File: config.mk
export PLATFORM = sky130hd
export DESIGN_NAME = sep2d_front
export DESIGN_NICKNAME = d
export VERILOG_FILES = /design/src/rtl/core/sep2d_pkg.sv /design/src/rtl/core/sep2d_front.sv
export SDC_FILE = /design/constraint.sdc
export NUM_CORES = 1
export LEC_CHECK = 0
export BUFFER_PORTS_ARGS = -buffer_cell sky130_fd_sc_hd__buf_2
export CAP_MARGIN = 20
export CELL_PAD_IN_SITES_DETAIL_PLACEMENT = 0
export CELL_PAD_IN_SITES_GLOBAL_PLACEMENT = 2
export CORE_AREA = 2 2 200 202
export CTS_CLUSTER_SIZE = 12
export DETAILED_ROUTE_END_ITERATION = 7
export DIE_AREA = 0 0 202 204
export PLACE_DENSITY = 0.77
export SLEW_MARGIN = 20
export SYNTH_ARGS = -nofsm -noshare
export SYNTH_HDL_FRONTEND = slang
export SYNTH_SLANG_ARGS = --single-unit
File: constraint.sdc
create_clock -name clk_i -period 5.1 [get_ports clk_i]
set_clock_uncertainty 0.05 [all_clocks]
set_input_delay 1.02 -clock clk_i [delete_from_list [all_inputs] [get_ports clk_i]]
set_output_delay 1.02 -clock clk_i [all_outputs]
set_load 0.02 [all_outputs]
File: src/rtl/core/sep2d_pkg.sv
// ----------------------------------------------------------------------------
// Separable 2D FIR package
// Shared types and constants for the separable 2D FIR core.
// ----------------------------------------------------------------------------
`default_nettype none

package sep2d_pkg;

  localparam int MaxTaps   = 8;
  localparam int MaxWidth  = 1024;
  localparam int NumLines  = MaxTaps - 1;
  localparam int MemDepth  = NumLines * MaxWidth;

  // Register indexes on the configuration port.
  typedef enum logic [2:0] {
    RegImageWidth = 3'd0,
    RegRowTaps    = 3'd1,
    RegColTaps    = 3'd2,
    RegAddMode    = 3'd3,
    RegRowCoefLo  = 3'd4,
    RegRowCoefHi  = 3'd5,
    RegColCoefLo  = 3'd6,
    RegColCoefHi  = 3'd7
  } reg_idx_e;

  // Cleaned-up configuration as seen by the datapath.
  typedef struct packed {
    logic [10:0]  width;
    logic [2:0]   rt_m1;
    logic [2:0]   ct_m1;
    logic         add_mode;
    logic [127:0] row_coef;
    logic [127:0] col_coef;
  } cfg_t;

  // One classified request handed from front to back.
  // Tap 0 is the current sample, tap k the sample k positions earlier.
  typedef struct packed {
    logic [7:0][15:0] taps;
    logic [31:0]      old_value;
    logic             do_row;
    logic             do_out;
    logic [9:0]       ox;
    logic [11:0]      oy;
    logic [2:0]       line;
  } entry_t;

  typedef struct packed {
    logic full;
    logic empty;
  } q_stat_t;

  typedef struct packed {
    logic busy;
    logic fin;
  } back_stat_t;

  typedef enum logic [3:0] {
    BkIdle,
    BkRowMul,
    BkRowAcc,
    BkRowSat,
    BkColRd,
    BkColMul,
    BkColAcc,
    BkFin
  } back_state_e;

endpackage

`default_nettype wire

File: src/rtl/core/sep2d_front.sv
// ----------------------------------------------------------------------------
// Separable 2D FIR front end
// Tracks raster position and the sample window, classifies each request.
// ----------------------------------------------------------------------------
`default_nettype none

module sep2d_front (
  input  wire logic              clk_i,
  input  wire logic              rst_ni,
  input  wire sep2d_pkg::cfg_t   cfg_i,
  input  wire logic              acc_i,
  input  wire logic [15:0]       sample_i,
  input  wire logic [31:0]       old_value_i,
  input  wire logic              frame_start_i,
  output      sep2d_pkg::entry_t entry_o
);

  logic [9:0]        pos_x_q, pos_x_d;
  logic [11:0]       pos_y_q, pos_y_d;
  logic [2:0]        line_q, line_d;
  logic [6:0][15:0]  win_q;
  logic [9:0]        cur_x;
  logic [11:0]       cur_y;
  logic [2:0]        cur_line;

  // Position seen by this request, after a frame restart.
  always_comb begin
    cur_x    = frame_start_i ? 10'd0 : pos_x_q;
    cur_y    = frame_start_i ? 12'd0 : pos_y_q;
    cur_line = frame_start_i ? 3'd0 : line_q;

    entry_o.taps[0] = sample_i;
    for (int k = 1; k < 8; k++) begin
      entry_o.taps[k] = win_q[k-1];
    end
    entry_o.old_value = old_value_i;
    entry_o.do_row    = cur_x >= {7'd0, cfg_i.rt_m1};
    entry_o.do_out    = entry_o.do_row && (cur_y >= {9'd0, cfg_i.ct_m1});
    entry_o.ox        = cur_x - {7'd0, cfg_i.rt_m1};
    entry_o.oy        = cur_y - {9'd0, cfg_i.ct_m1};
    entry_o.line      = cur_line;

    // Advance position; the line ring follows the row modulo seven.
    if (({1'b0, cur_x} + 11'd1) >= cfg_i.width) begin
      pos_x_d = 10'd0;
      pos_y_d = cur_y + 12'd1;
      if (cur_y == 12'hFFF || cur_line == 3'd6) begin
        line_d = 3'd0;
      end else begin
        line_d = cur_line + 3'd1;
      end
    end else begin
      pos_x_d = cur_x + 10'd1;
      pos_y_d = cur_y;
      line_d  = cur_line;
    end
  end

  always_ff @(posedge clk_i or negedge rst_ni) begin
    if (!rst_ni) begin
      pos_x_q <= '0;
      pos_y_q <= '0;
      line_q  <= '0;
      win_q   <= '0;
    end else if (acc_i) begin
      pos_x_q <= pos_x_d;
      pos_y_q <= pos_y_d;
      line_q  <= line_d;
      win_q   <= {win_q[5:0], sample_i};
    end
  end

endmodule

`default_nettype wire

==> key figures <==
Timing
  • Fin. Hold Viols: 0
  • Final setup viols: 0
  • Final Cycle Share: 85.5%
  • Max Slew Vio Count: 0
  • Post-layout min period: 4.36 ns
  • Fmax: 229 MHz
  • RSZ-0062 raised after global routing: no
  • Post-route setup TNS: 0 ns
  • Max-slew headroom: 34.8%
  • Worst hold margin: 0.436 ns
  • Worst slew pin tran: 0.978 ns

GRT
  • Grt ovf: 0
  • All-Layer GR Usage: 9.02%
  • Vias in the first global route: 5111
  • Initial antenna violation count: 0
  • Global-route wire length before repair: 29.0 mm
  • Largest net degree at the start of global routing: 103

Clocking
  • Clk Tree Root Cell: clkbuf_16
  • Post-CTS setup buffer count: 0
  • Clock buffer depth: 2
  • Cts repair resizes: 0
  • CTS tree: yes
  • H-Tree Depth: 4
  • Inserted Clock Buffers: 17
  • Clock Sinks: 137
  • CTS Hold Bufs: 0
  • Clock transition at path regs: 0.06 ns
  • Clock latency on the worst-skew pair: 0.43 ns

Place
  • GP Congestion: 0.734
  • Input/output buffers: 191
  • DP HPWL: 13.3 mm
  • Placed inst area: 8170 um^2

Final layout
  • Most frequent cells in the layout: buf_2, dfrtp_1, mux2_2
  • Commonest non-fill, non-tap cell in the layout: buf_2
  • Fin util: 22.3%
  • Area of the multi-input gates: 2950 um^2
  • Sequential cell area: 3430 um^2
  • Proportion of layout cells with a drive suffix above 1: 45.9%
  • Fill count: 4258
  • Layout Area Growth over Synthesis: 24.9%
  • Total Nets Final: 1096
  • Ant. Diodes: 0
  • Final instance area: 8740 um^2

Yosys
  • Mapped Area: 7000 um^2
  • Post-synth top area share: 49.0%
  • Yosys Warn Count: 0
  • Post-synth EDFFs: 0
  • Post-Syn Instances: 612
  • Synth async-reset ratio: 100%
  • Largest cells by area after synthesis: dfrtp_1, mux2_2, buf_4
  • Cell variety after synth: 61
  • Syn_area_per_cell: 11.4 um^2
  • Yosys reg bits: 137
  • Leading register cell type out of synthesis: dfrtp_1
  • Syn_nets: 959
  • Register area share after synthesis: 49.0%
  • Leading area contributor after synthesis: dfrtp_1

Worst hold path
  • Hold path cells: 1
  • Hold Startpoint: line_q[1]
  • WHS Endpoint: line_q[1]
  • Worst min-delay path class: reg2reg

Die
  • Initial core utilization: 17.9%
  • Top Ports: 513
  • Vert. Die Dim: 204 um
  • Core Box Area: 39200 um^2
  • Die X: 202 um
  • Row Count: 73
  • Die Area: 41200 um^2

Setup path
  • Setup crit start kind: input pin
  • R2r setup slk: 1.39 ns
  • Crit. End Element: primary output
  • CP required: 4.03 ns
  • Worst r2r dst: line_q[0]
  • Worst R2R Start: pos_x_q[3]
  • Critical path type: in2out
  • Critical path arrival: 3.29 ns
  • Register-to-Register Path Depth: 11
  • Max FO, Critical Path: 12

Job
  • Max-Cap Viols: 0

Outcome
  • Outcome: finished, final reports clean

Routing
  • Final antenna-violating net count: 0
  • WL/cell: 14.3 um
  • First-iteration detailed-routing DRC count: 165
  • Via density: 3.90
  • Final wirelength: 18.4 mm
  • Initial DRT Pass Iterations: 4
  • Routed vias: 5013
  • DR DRC count: 0

Pwr
  • Peak supply drop: 268 uV
  • Leakage power total: 3.97 nW
  • Power Density: 427 nW/um^2
-- registers in the layout, summed over array words and instances (netlist names) --
register	flops
line_q	3
pos_x_q	10
pos_y_q	12
entry_o	112
-- layout make-up --
class	count	share of cell area, %
Multi-Input combinational cell	364	33.7
Timing Repair Buffer	195	11.5
Clock inverter	15	1.73
Inverter	34	1.46
Clock buffer	17	4.87
Sequential cell	137	39.2
Tap cell	525	7.51
-- power breakdown --
group / internal, W / switching [W]
combinational: 0.000398 / 0.000619
clock: 0.000691 / 0.000543
sequential: 0.00131 / 0.000170
total: 0.00240 / 0.00133
-- layer usage --
metal	track usage [%]	wire (um)
met3	4.07	1870
met1	11.8	8440
met4	3.55	342
met2	12.9	7700
met5	0	0
-- through the flow --
step / std cells / setup slack, ns / total power, W
after floorplan: 612 / 0.565 / 0.00215
after detailed placement: 1255 / 0.753 / 0.00253
after global placement: 1255 / 0.740 / 0.00252
after CTS: 1287 / 0.735 / 0.00381
final: 1287 / 0.738 / 0.00373
after global routing: 1287 / 0.561 / 0.00395
-- worst max path at each step --
stage                              to  depth (start not counted)  slack, ns     startpoint
final                     entry_o[14]                         11       0.74  frame_start_i
after global routing      entry_o[14]                         11       0.56  frame_start_i
after CTS                 entry_o[14]                         11       0.74  frame_start_i
after detailed placement  entry_o[14]                         11       0.75  frame_start_i
after global placement    entry_o[14]                         11       0.74  frame_start_i
after floorplan           entry_o[14]                         12       0.56  frame_start_i
-- kinds of logic (layout without fill, tap and decap cells) --
logic type,Yosys count,count (layout),synth area share (%)
xor+xnor,15,15,1.88
fa+ha+maj,22,22,4.02
compound gates,86,86,8.21
buf+inv,111,261,8.91
mux,113,113,18.2
simple gates,128,128,9.82
flops,137,137,49.0
-- Yosys cell counts, drive strengths merged (2+ instances only) --
master,count
o31ai,2
o21ai,23
a221o,2
nor4,5
nand2b,10
nor2,35
nand2,23
a21oi,21
a21boi,2
nand4,5
o211ai,3
and3,4
nor4b,2
ha,20
o2bb2ai,3
nor2b,12
or2,2
buf,65
nand3,13
and2,2
mux2,112
xnor2,13
xor2,2
a32o,4
or4,2
clkbuf,12
o22ai,4
dfrtp,137
o41ai,2
a21o,3
o32ai,5
o21bai,5
nor3,9
inv,34
-- critical path: stages --
cell and delay (ns):
buf_2 0.24, nand2b_1 0.21, inv_1 0.09, ha_1 0.30, nor2b_1 0.14, o21a_1 0.17, or3_1 0.38, o21bai_1 0.23
nor4_1 0.20, o22ai_1 0.11, buf_2 0.18
(Power assumes the default switching activity.)
