## src/rtl/core/sep2d_pkg.sv

```systemverilog
// ----------------------------------------------------------------------------
// Separable 2D FIR package
// Shared types and constants for the separable 2D FIR core.
// ----------------------------------------------------------------------------
`default_nettype none

package sep2d_pkg;

  localparam int MaxTaps   = 8;
  localparam int MaxWidth  = 1024;
  localparam int NumLines  = MaxTaps - 1;
  localparam int MemDepth  = NumLines * MaxWidth;

  // Register indexes on the configuration port.
  typedef enum logic [2:0] {
    RegImageWidth = 3'd0,
    RegRowTaps    = 3'd1,
    RegColTaps    = 3'd2,
    RegAddMode    = 3'd3,
    RegRowCoefLo  = 3'd4,
    RegRowCoefHi  = 3'd5,
    RegColCoefLo  = 3'd6,
    RegColCoefHi  = 3'd7
  } reg_idx_e;

  // Cleaned-up configuration as seen by the datapath.
  typedef struct packed {
    logic [10:0]  width;
    logic [2:0]   rt_m1;
    logic [2:0]   ct_m1;
    logic         add_mode;
    logic [127:0] row_coef;
    logic [127:0] col_coef;
  } cfg_t;

  // One classified request handed from front to back.
  // Tap 0 is the current sample, tap k the sample k positions earlier.
  typedef struct packed {
    logic [7:0][15:0] taps;
    logic [31:0]      old_value;
    logic             do_row;
    logic             do_out;
    logic [9:0]       ox;
    logic [11:0]      oy;
    logic [2:0]       line;
  } entry_t;

  typedef struct packed {
    logic full;
    logic empty;
  } q_stat_t;

  typedef struct packed {
    logic busy;
    logic fin;
  } back_stat_t;

  typedef enum logic [3:0] {
    BkIdle,
    BkRowMul,
    BkRowAcc,
    BkRowSat,
    BkColRd,
    BkColMul,
    BkColAcc,
    BkFin
  } back_state_e;

endpackage

`default_nettype wire

```

## src/rtl/core/sep2d_queue.sv

```systemverilog
// ----------------------------------------------------------------------------
// Separable 2D FIR request queue
// Two-entry queue that decouples the front end from the back end.
// ----------------------------------------------------------------------------
`default_nettype none

module sep2d_queue (
  input  wire logic              clk_i,
  input  wire logic              rst_ni,
  input  wire logic              push_i,
  input  wire sep2d_pkg::entry_t push_data_i,
  input  wire logic              pop_i,
  output      sep2d_pkg::entry_t pop_data_o,
  output      sep2d_pkg::q_stat_t stat_o
);

  sep2d_pkg::entry_t mem_q [2];
  logic       wr_ptr_q, rd_ptr_q;
  logic [1:0] count_q;

  assign stat_o.full  = count_q == 2'd2;
  assign stat_o.empty = count_q == 2'd0;
  assign pop_data_o   = mem_q[rd_ptr_q];

  always_ff @(posedge clk_i) begin
    if (push_i) begin
      mem_q[wr_ptr_q] <= push_data_i;
    end
  end

  // Pointers and fill level.
  always_ff @(posedge clk_i or negedge rst_ni) begin
    if (!rst_ni) begin
      wr_ptr_q <= 1'b0;
      rd_ptr_q <= 1'b0;
      count_q  <= 2'd0;
    end else begin
      if (push_i) wr_ptr_q <= ~wr_ptr_q;
      if (pop_i)  rd_ptr_q <= ~rd_ptr_q;
      count_q <= count_q + {1'b0, push_i} - {1'b0, pop_i};
    end
  end

endmodule

`default_nettype wire

```

## config.mk

```make
export PLATFORM = sky130hd
export DESIGN_NAME = sep2d_queue
export DESIGN_NICKNAME = d
export VERILOG_FILES = /design/src/rtl/core/sep2d_pkg.sv /design/src/rtl/core/sep2d_queue.sv
export SDC_FILE = /design/constraint.sdc
export NUM_CORES = 1
export LEC_CHECK = 0
export ABC_AREA = 1
export ABC_CLOCK_PERIOD_IN_PS = 14240
export BUFFER_PORTS_ARGS = -buffer_cell sky130_fd_sc_hd__buf_2
export CORE_ASPECT_RATIO = 2
export CORE_MARGIN = 5
export CORE_UTILIZATION = 57
export CTS_BUF_LIST = sky130_fd_sc_hd__clkbuf_16
export CTS_CLUSTER_DIAMETER = 30
export DETAILED_ROUTE_END_ITERATION = 16
export HOLD_SLACK_MARGIN = 0.03
export PLACE_DENSITY = 0.86
export SETUP_SLACK_MARGIN = 0.4
export SLEW_MARGIN = 20
export SYNTH_ARGS = -nofsm -noshare
export SYNTH_HDL_FRONTEND = slang
export SYNTH_SLANG_ARGS = --single-unit
```

## constraint.sdc

```tcl
create_clock -name clk_i -period 14.24 [get_ports clk_i]
set_input_delay 0.712 -clock clk_i [delete_from_list [all_inputs] [get_ports clk_i]]
set_output_delay 0.712 -clock clk_i [all_outputs]
set_load 0.03 [all_outputs]
```

==> results of run 1 <==
layer usage:
layer  up-vias  GRT usage, %
met4         2         13.26
met5         -             0
met1      4183         19.88
li1       4212             -
met3        98         4.843
met2       375         39.38
cell type report:
| type | count | area [um^2] |
|---|---|---|
| inverters | 194 | 733.2 |
| clock inverters | 26 | 255.2 |
| multi-input cells | 388 | 2095 |
| well taps | 336 | 420.4 |
| flip-flops and latches | 378 | 11330 |
| clock buffers | 39 | 975.9 |
| fillers | 1561 | 7308 |
| diodes | 18 | 45.04 |
| repair buffers | 385 | 1969 |
through the flow:
step	setup slack [ns]	util [%]	cells	hold WS [ns]	power, W
6_report	10.60	70.93	1764	0.3830	0.004061
5_1_grt	10.36	70.93	1764	0.3580	0.004248
4_1_cts	10.54	70.75	1746	0.3536	0.004094
3_5_place_dp	11.11	65.81	1680	0.5277	0.003124
3_3_place_gp	11.10	65.81	1680	0.5260	0.003078
2_1_floorplan	4.931	-	1002	0.4164	0.002784
worst paths after layout:
path,from,endpoint,slack (ns),cells past startpoint
min in group asynchronous,rst_ni,count_q[0]$_DFF_PN0_,0.54,2
max,rd_ptr_q$_DFFE_PN0P_,pop_data_o[20],10.60,4
max in group asynchronous,rst_ni,rd_ptr_q$_DFFE_PN0P_,13.55,2
min,push_data_i[43],mem_q[0][43]$_DFFE_PP_,0.38,1
max reg2reg,wr_ptr_q$_DFFE_PN0P_,mem_q[1][153]$_DFFE_PP_,11.47,3
min reg2reg,wr_ptr_q$_DFFE_PN0P_,wr_ptr_q$_DFFE_PN0P_,0.58,1
worst max-delay path: cells and delay by family, from the launching register on:
kind	cells	cell delay (ns)
AND/OR/NAND/NOR	1	0.15
buffers and inverters	2	1.13
flip-flops	1	0.90
AO/OA/AOI/OAI	1	0.16
state kept, by name, indices dropped and copies added, names as in the netlist:
name / cells
count_q: 2
mem_q: 374
rd_ptr_q: 1
wr_ptr_q: 1
cells by family after synthesis:
family                     Yosys count  share of synthesized area, %
DFF                                378                         77.89
buffers and inverters              236                         7.766
and+or+nand+nor                    197                         5.092
AOI/OAI and AO/OA                  187                         8.962
xor gates and xnor gates             2                        0.1204
adders and majority gates            2                        0.1720
cell usage in the layout, fill, tap and decap left out:
cell,count
nand2_1,193
nand3_1,1
clkinv_1,3
o21ai_1,66
buf_2,379
o21ai_0,23
dfrtp_4,1
buf_4,3
clkinv_8,2
dfrtp_1,3
inv_6,3
inv_1,197
inv_8,3
nor2_1,2
bufinv_16,3
clkinv_4,2
xor2_1,2
clkinvlp_4,1
nor2_4,1
clkinv_2,6
dlygate4sd3_1,1
clkbuf_16,39
edfxtp_1,374
diode_2,18
buf_12,2
o21ai_2,98
ha_1,2
timing repair:
item,4_1_cts,5_1_grt
endpoints found under the hold margin,4,0
endpoints found under the setup margin,0,0
hold buffers,1,0
report_power, final:
group | switching (W) | internal (W)
Combinational | 0.00116 | 0.000375
Sequential | 0.0000805 | 0.00148
Clock | 0.000405 | 0.000561
Total | 0.00165 | 0.00242
==> key figures, run 1 <==
Worst setup path
  – CP required: around 14 ns
  – Startpoint Class: flop
  – Worst Path Arrival: 2.92 ns
  – Worst path cell trace: buf_4 -> nand2_1 -> o21ai_0 -> buf_2
  – Worst path slowest cell: dfrtp_4
  – Crit path max fanout: 96
  – Slowest cell delay on critical path: around 0.90 ns
  – Critical path type: reg2out
  – Kind of end point of the critical path: primary output

Placement
  – Placed Area: 0.01654 mm^2
  – GPL Wtd Cong: about 0.8
  – PortBufs: between 300 and 400
  – DP HPWL: about 22000 um

Clocking
  – CTS clk-pin slew, worst paths: ~0.070 ns
  – CTS tree: yes
  – CTS buffer count: 37
  – Clock Path Buffers: 3
  – H-tree levels: 2
  – Clock Root Buffer: clkbuf_16
  – Clock sinks: around 380
  – Clock latency at the later pin of the worst-skew pair: roughly 0.5 ns
  – CTS resizes: 0
  – Postcts setup bufs: 0

Floorplan
  – Initial cell density of the core: 57.87%
  – Die area: between 0.02 and 0.03 mm^2
  – Die Y: approximately 240 um
  – Die Wd: 123.0 um
  – FP Rows: slightly above 80
  – Num ports: 380
  – Area of the core: 0.02514 mm^2

Logic synthesis
  – Post-synth EDFFs: approximately 370
  – Synth top area cells: edfxtp_1, o21ai_2, inv_1
  – Syn Inst Count: 1002
  – Top post-synthesis cells by count: edfxtp_1, inv_1, nand2_1, o21ai_2, o21ai_1
  – Synth unique cells: 15
  – Main synth FF type: edfxtp_1
  – Average cell area after synthesis: 14.52 um^2
  – Area leader, netlist: edfxtp_1
  – Top cell type's share of synthesized area: 77.20%
  – Total of warnings raised by yosys: 0
  – Sequential-to-total area share from yosys stat: 77.89%
  – Most common cell in the netlist: edfxtp_1
  – Synthesis-stage register bit count: ~380
  – Syn nets: between 1000 and 1500
  – Post-synth ARST share: under 10%
  – Post-Syn Area: around 0.015 mm^2

Layout
  – Layout cells sized above 1: between 30% and 40%
  – Cell area after layout: ~0.018 mm^2
  – Layout area overhead: 22.55%
  – Fin nets: around 1600

STA
  – Slew headroom: between 20 and 30%
  – Final worst path period share: between 20 and 30%
  – Fmax: approximately 0.28 GHz
  – Sum of negative setup slack: 0 ns
  – Final Max Slew Viols: 0
  – Fin. Hold Viols: 0
  – Clock skew: 0.01167 ns
  – Minimum clock period: roughly 3.6 ns
  – RSZ-0062 raised after global routing: false
  – Setup-failing EPs final: 0
  – Slew @ Worst Pin: between 1 and 1.5 ns

Detailed routing
  – Drt initial violations: roughly 540
  – Via/cell ratio: 5.028
  – DRC Markers: 0
  – M1 WL: slightly below 10000 um
  – DRT Pass-1 Iters: 5
  – Drt wl/cell: ~18 um
  – Wire length on met2: 17640 um
  – Top Metal Used: met5
  – Routed Antenna Nets: 0
  – Met3 wire length: about 2300 um
  – Via count: 8870
  – Total wire length: between 30000 and 40000 um

Global route
  – Vias in the first global route: approximately 9000
  – Initial antenna violation count: 19
  – Grt total ovfl: 0
  – First-pass GRT wire length: 46290 um
  – Largest net degree at the start of global routing: around 200
  – GR Util All Layers: 21.11%

Worst hold path
  – Hold WC Path Type: in2reg

Flow run
  – Max-cap violation count: 0

Power and ir drop
  – P_leak: 7.623 nW
  – Worst ir drop on vdd: approximately 250 uV
  – Pwr dens: 227.8 mW/mm^2

Status
  – Status: completed
Power figures use the tool's default switching activity.
==> inputs of run 2 (changes only) <==
--- a/config.mk
+++ b/config.mk
@@ -5,17 +5,17 @@
 export SDC_FILE = /design/constraint.sdc
 export NUM_CORES = 1
 export LEC_CHECK = 0
-export ABC_AREA = 1
-export ABC_CLOCK_PERIOD_IN_PS = 14240
+export ABC_AREA = 0
+export ABC_CLOCK_PERIOD_IN_PS = 3500
 export BUFFER_PORTS_ARGS = -buffer_cell sky130_fd_sc_hd__buf_2
 export CORE_ASPECT_RATIO = 2
 export CORE_MARGIN = 5
-export CORE_UTILIZATION = 57
+export CORE_UTILIZATION = 52
 export CTS_BUF_LIST = sky130_fd_sc_hd__clkbuf_16
 export CTS_CLUSTER_DIAMETER = 30
 export DETAILED_ROUTE_END_ITERATION = 16
 export HOLD_SLACK_MARGIN = 0.03
-export PLACE_DENSITY = 0.86
+export PLACE_DENSITY = 0.8
 export SETUP_SLACK_MARGIN = 0.4
 export SLEW_MARGIN = 20
 export SYNTH_ARGS = -nofsm -noshare
==> constraint.sdc (replaced) <==
create_clock -name clk_i -period 3.5 [get_ports clk_i]
set_input_delay 0.175 -clock clk_i [delete_from_list [all_inputs] [get_ports clk_i]]
set_output_delay 0.175 -clock clk_i [all_outputs]
set_load 0.03 [all_outputs]
==> run 2 against run 1 <==
Compared with the run above:
- largest cell class unchanged
- hold slack worse by 0.0058 ns
- die area grew 5.9%
- count of clock-buffer cells in the layout is 2 higher
- global-route usage up 0.51 points
- non-clock buffer count increased by 196
- flip-flop and latch count stayed put
- routed wire length increased by 7.0%
- first-iteration DRC count is 15% lower
- sequential share of layout area fell by 5.9 points
- clock skew up 0.0058 ns
==> key figures, run 2 <==
Detailed routing
  – DRC Markers: 0 (unchanged)
  – Drt wl/cell: 21.40 um (+19%)
  – DRT Pass-1 Iters: 6 (+1)
  – Total wire length: 33880 um (+7.0%)
  – Via count: 8065 (-9.1%)
  – Via/cell ratio: 5.095 (+1.3%)
  – Routed Antenna Nets: 0 (unchanged)
  – Drt initial violations: 461 (-15%)

Floorplan
  – Die area: 0.03073 mm^2 (+5.9%)
  – Initial cell density of the core: 52.44% (-5.4 points)
  – Die Wd: 126.5 um (+2.9%)
  – FP Rows: 85 (+3.7%)
  – Area of the core: 0.02691 mm^2 (+7.0%)
  – Die Y: 243.0 um (+3.0%)
  – Num ports: 380 (unchanged)

Logic synthesis
  – Post-Syn Area: 0.01411 mm^2 (-3.0%)
  – Area leader, netlist: edfxtp_1
  – Synth top area cells: edfxtp_1, mux2_4, mux2_2
  – Main synth FF type: edfxtp_1
  – Average cell area after synthesis: 23.64 um^2 (+63%)
  – Synth unique cells: 13 (-2)
  – Syn Inst Count: 597 (-40%)
  – Sequential-to-total area share from yosys stat: 80.30% (+2.4 points)
  – Post-synth ARST share: 1.058% (unchanged)
  – Syn nets: 790 (-34%)
  – Top post-synthesis cells by count: edfxtp_1, mux2_4, mux2_2, buf_6, buf_2
  – Top cell type's share of synthesized area: 79.59% (+2.4 points)
  – Synthesis-stage register bit count: 378 (unchanged)
  – Most common cell in the netlist: edfxtp_1
  – Total of warnings raised by yosys: 0 (unchanged)
  – Post-synth EDFFs: 374 (unchanged)

Worst setup path
  – Critical path type: reg2out
  – Worst Path Arrival: 2.44 ns (-0.48 ns)
  – Kind of end point of the critical path: primary output
  – Crit Reg-Reg Endpoint: mem_q[1][168]$_DFFE_PP_
  – Worst reg2reg path depth: 2 (-1)
  – CP required: 3.32 ns (-10.21 ns)
  – Crit path max fanout: 43 (-55%)
  – R2R Path Start: wr_ptr_q$_DFFE_PN0P_
  – Startpoint Class: flop
  – Slack of the worst reg-to-reg path: 1.65 ns (-9.82 ns)

Placement
  – DP HPWL: 20590 um (-4.4%)
  – PortBufs: 379 (unchanged)
  – GPL Wtd Cong: 0.8370 (+2.9%)
  – Placed Area: 0.01640 mm^2 (-0.84%)

STA
  – Fmax: between 0.3 and 0.4 GHz
  – Min Hold Slack: 0.3772 ns (-0.005808 ns)
  – Clock skew: 0.01744 ns (+0.005764 ns)
  – RSZ-0062 raised after global routing: false
  – Fin. Hold Viols: 0 (unchanged)
  – Final Max Slew Viols: 0 (unchanged)
  – Slew @ Worst Pin: 1.080 ns (-0.03799 ns)
  – Final worst path period share: 74.60%
  – Minimum clock period: 2.611 ns
  – Sum of negative setup slack: 0 ns (unchanged)
  – Slew headroom: 28.03% (+2.5 points)
  – Setup-failing EPs final: 0 (unchanged)

Layout
  – Largest registers: mem_q x374, count_q x2
  – Commonest non-fill, non-tap cells in the layout: buf_2, edfxtp_1, dlygate4sd3_1
  – Commonest non-fill, non-tap cell in the layout: buf_2
  – Multi-input gate area: 0.002584 mm^2 (+23%)
  – Layout cells sized above 1: 52.36% (+14 points)
  – Fin nets: 1392 (-12%)
  – Max reg flops: 374 (unchanged)
  – Layout area overhead: 39.19%
  – Cell area after layout: 0.01964 mm^2 (+10%)
  – Fin util: 73.00% (+2.1 points)
  – Most flops, register: mem_q
  – Layout fillers: 1519 (-2.7%)
  – FF+latch area: 0.01133 mm^2 (unchanged)

Status
  – Status: completed

Power and ir drop
  – P_leak: 7.804 nW (+2.4%)
  – Worst ir drop on vdd: 640.5 uV (+150%)
  – Pwr dens: 837.7 mW/mm^2 (+270%)

Flow run
  – Max-cap violation count: 0 (unchanged)

Clocking
  – CTS tree: yes
  – CTS buffer count: 40 (+8.1%)
  – CTS resizes: 0 (unchanged)
  – Clock Root Buffer: clkbuf_16
  – Clock latency at the later pin of the worst-skew pair: 0.52 ns (about the same)
  – Clock Path Buffers: 3 (unchanged)
  – CTS clk-pin slew, worst paths: 0.06 ns (about the same)
  – Quantity of hold-fixing buffers added after cts: 191 (+190)
  – Clock sinks: 378 (unchanged)
  – Postcts setup bufs: 0 (unchanged)
  – H-tree levels: 2 (unchanged)

Global route
  – GR Util All Layers: 21.61% (+0.51 points)
  – Grt total ovfl: 0 (unchanged)
  – Vias in the first global route: 9193 (+1.6%)
  – Largest net degree at the start of global routing: 78 (-61%)
  – Initial antenna violation count: 7 (-12)
  – First-pass GRT wire length: 50870 um (+9.9%)

Worst hold path
  – Hold WC Path Type: in2reg
  – Hold Path Depth: 2 (+1)
  – Hold Startpoint: push_data_i[98]
  – Worst hold endpoint: mem_q[0][98]$_DFFE_PP_
==> run 2: cell types whose count changed after synthesis, moves of 6 or more <==
cell     delta
o21ai_0    -23
inv_1     -192
mux2_2     +86
buf_4      -16
o21ai_2    -98
nand2_1   -193
buf_2       +6
buf_6       -8
o21ai_1    -66
mux2_4    +101
==> run 2: cell families after synthesis <==
family | after synthesis | synth area share [%]
AND/OR/NAND/NOR | 4 | 0.1596
multiplexers | 187 | 17.61
XOR/XNOR | 3 | 0.2926
adder cells (fa/ha/maj) | 2 | 0.1773
flip-flops | 378 | 80.30
buffers and inverters | 23 | 1.463
==> run 2: area by class of cell <==
class	instances	share of cell area, %
diodes	7	0.08918
repair buffers	581	20.13
flip-flops and latches	378	57.71
well taps	348	2.217
clock buffers	41	5.224
inverters	2	0.03822
multi-input cells	196	13.15
clock inverters	30	1.440
==> run 2: worst max-delay path by stage <==
stage,from,endpoint,slack (ns)
global route,rd_ptr_q$_DFFE_PN0P_,pop_data_o[27],0.80
detailed placement,rd_ptr_q$_DFFE_PN0P_,pop_data_o[27],1.45
floorplan,wr_ptr_q$_DFFE_PN0P_,mem_q[0][0]$_DFFE_PP_,-0.12
global placement,rd_ptr_q$_DFFE_PN0P_,pop_data_o[31],1.48
finish,rd_ptr_q$_DFFE_PN0P_,pop_data_o[27],0.89
CTS,rd_ptr_q$_DFFE_PN0P_,pop_data_o[167],0.86
==> run 2: report_power, final <==
| part | internal (W) | switching, W |
|---|---|---|
| Sequential | 0.00601 | 0.000332 |
| Clock | 0.00234 | 0.00177 |
| Combinational | 0.00226 | 0.00373 |
| Total | 0.0106 | 0.00584 |
==> run 2: metal layers <==
metal | routed length [um] | global-route usage [%]
met2 | 18770 | 39.97
met1 | 10740 | 21.11
met3 | 2115 | 5.193
met5 | 0 | 0
met4 | 2256 | 13.27
==> run 2: worst max-delay path: stages, from the launching register on <==
cell     delay (ns)
dfrtp_4        0.86
buf_4          0.45
mux2_2         0.41
buf_2          0.19
==> run 2: through the flow <==
stage,cells,total power [W],worst slack [ns]
5_1_grt,1583,0.01708,0.7985
4_1_cts,1576,0.01649,0.8633
3_5_place_dp,1314,0.01221,1.453
3_3_place_gp,1314,0.01211,1.482
6_report,1583,0.01645,0.8891
2_1_floorplan,597,0.01076,-0.1220
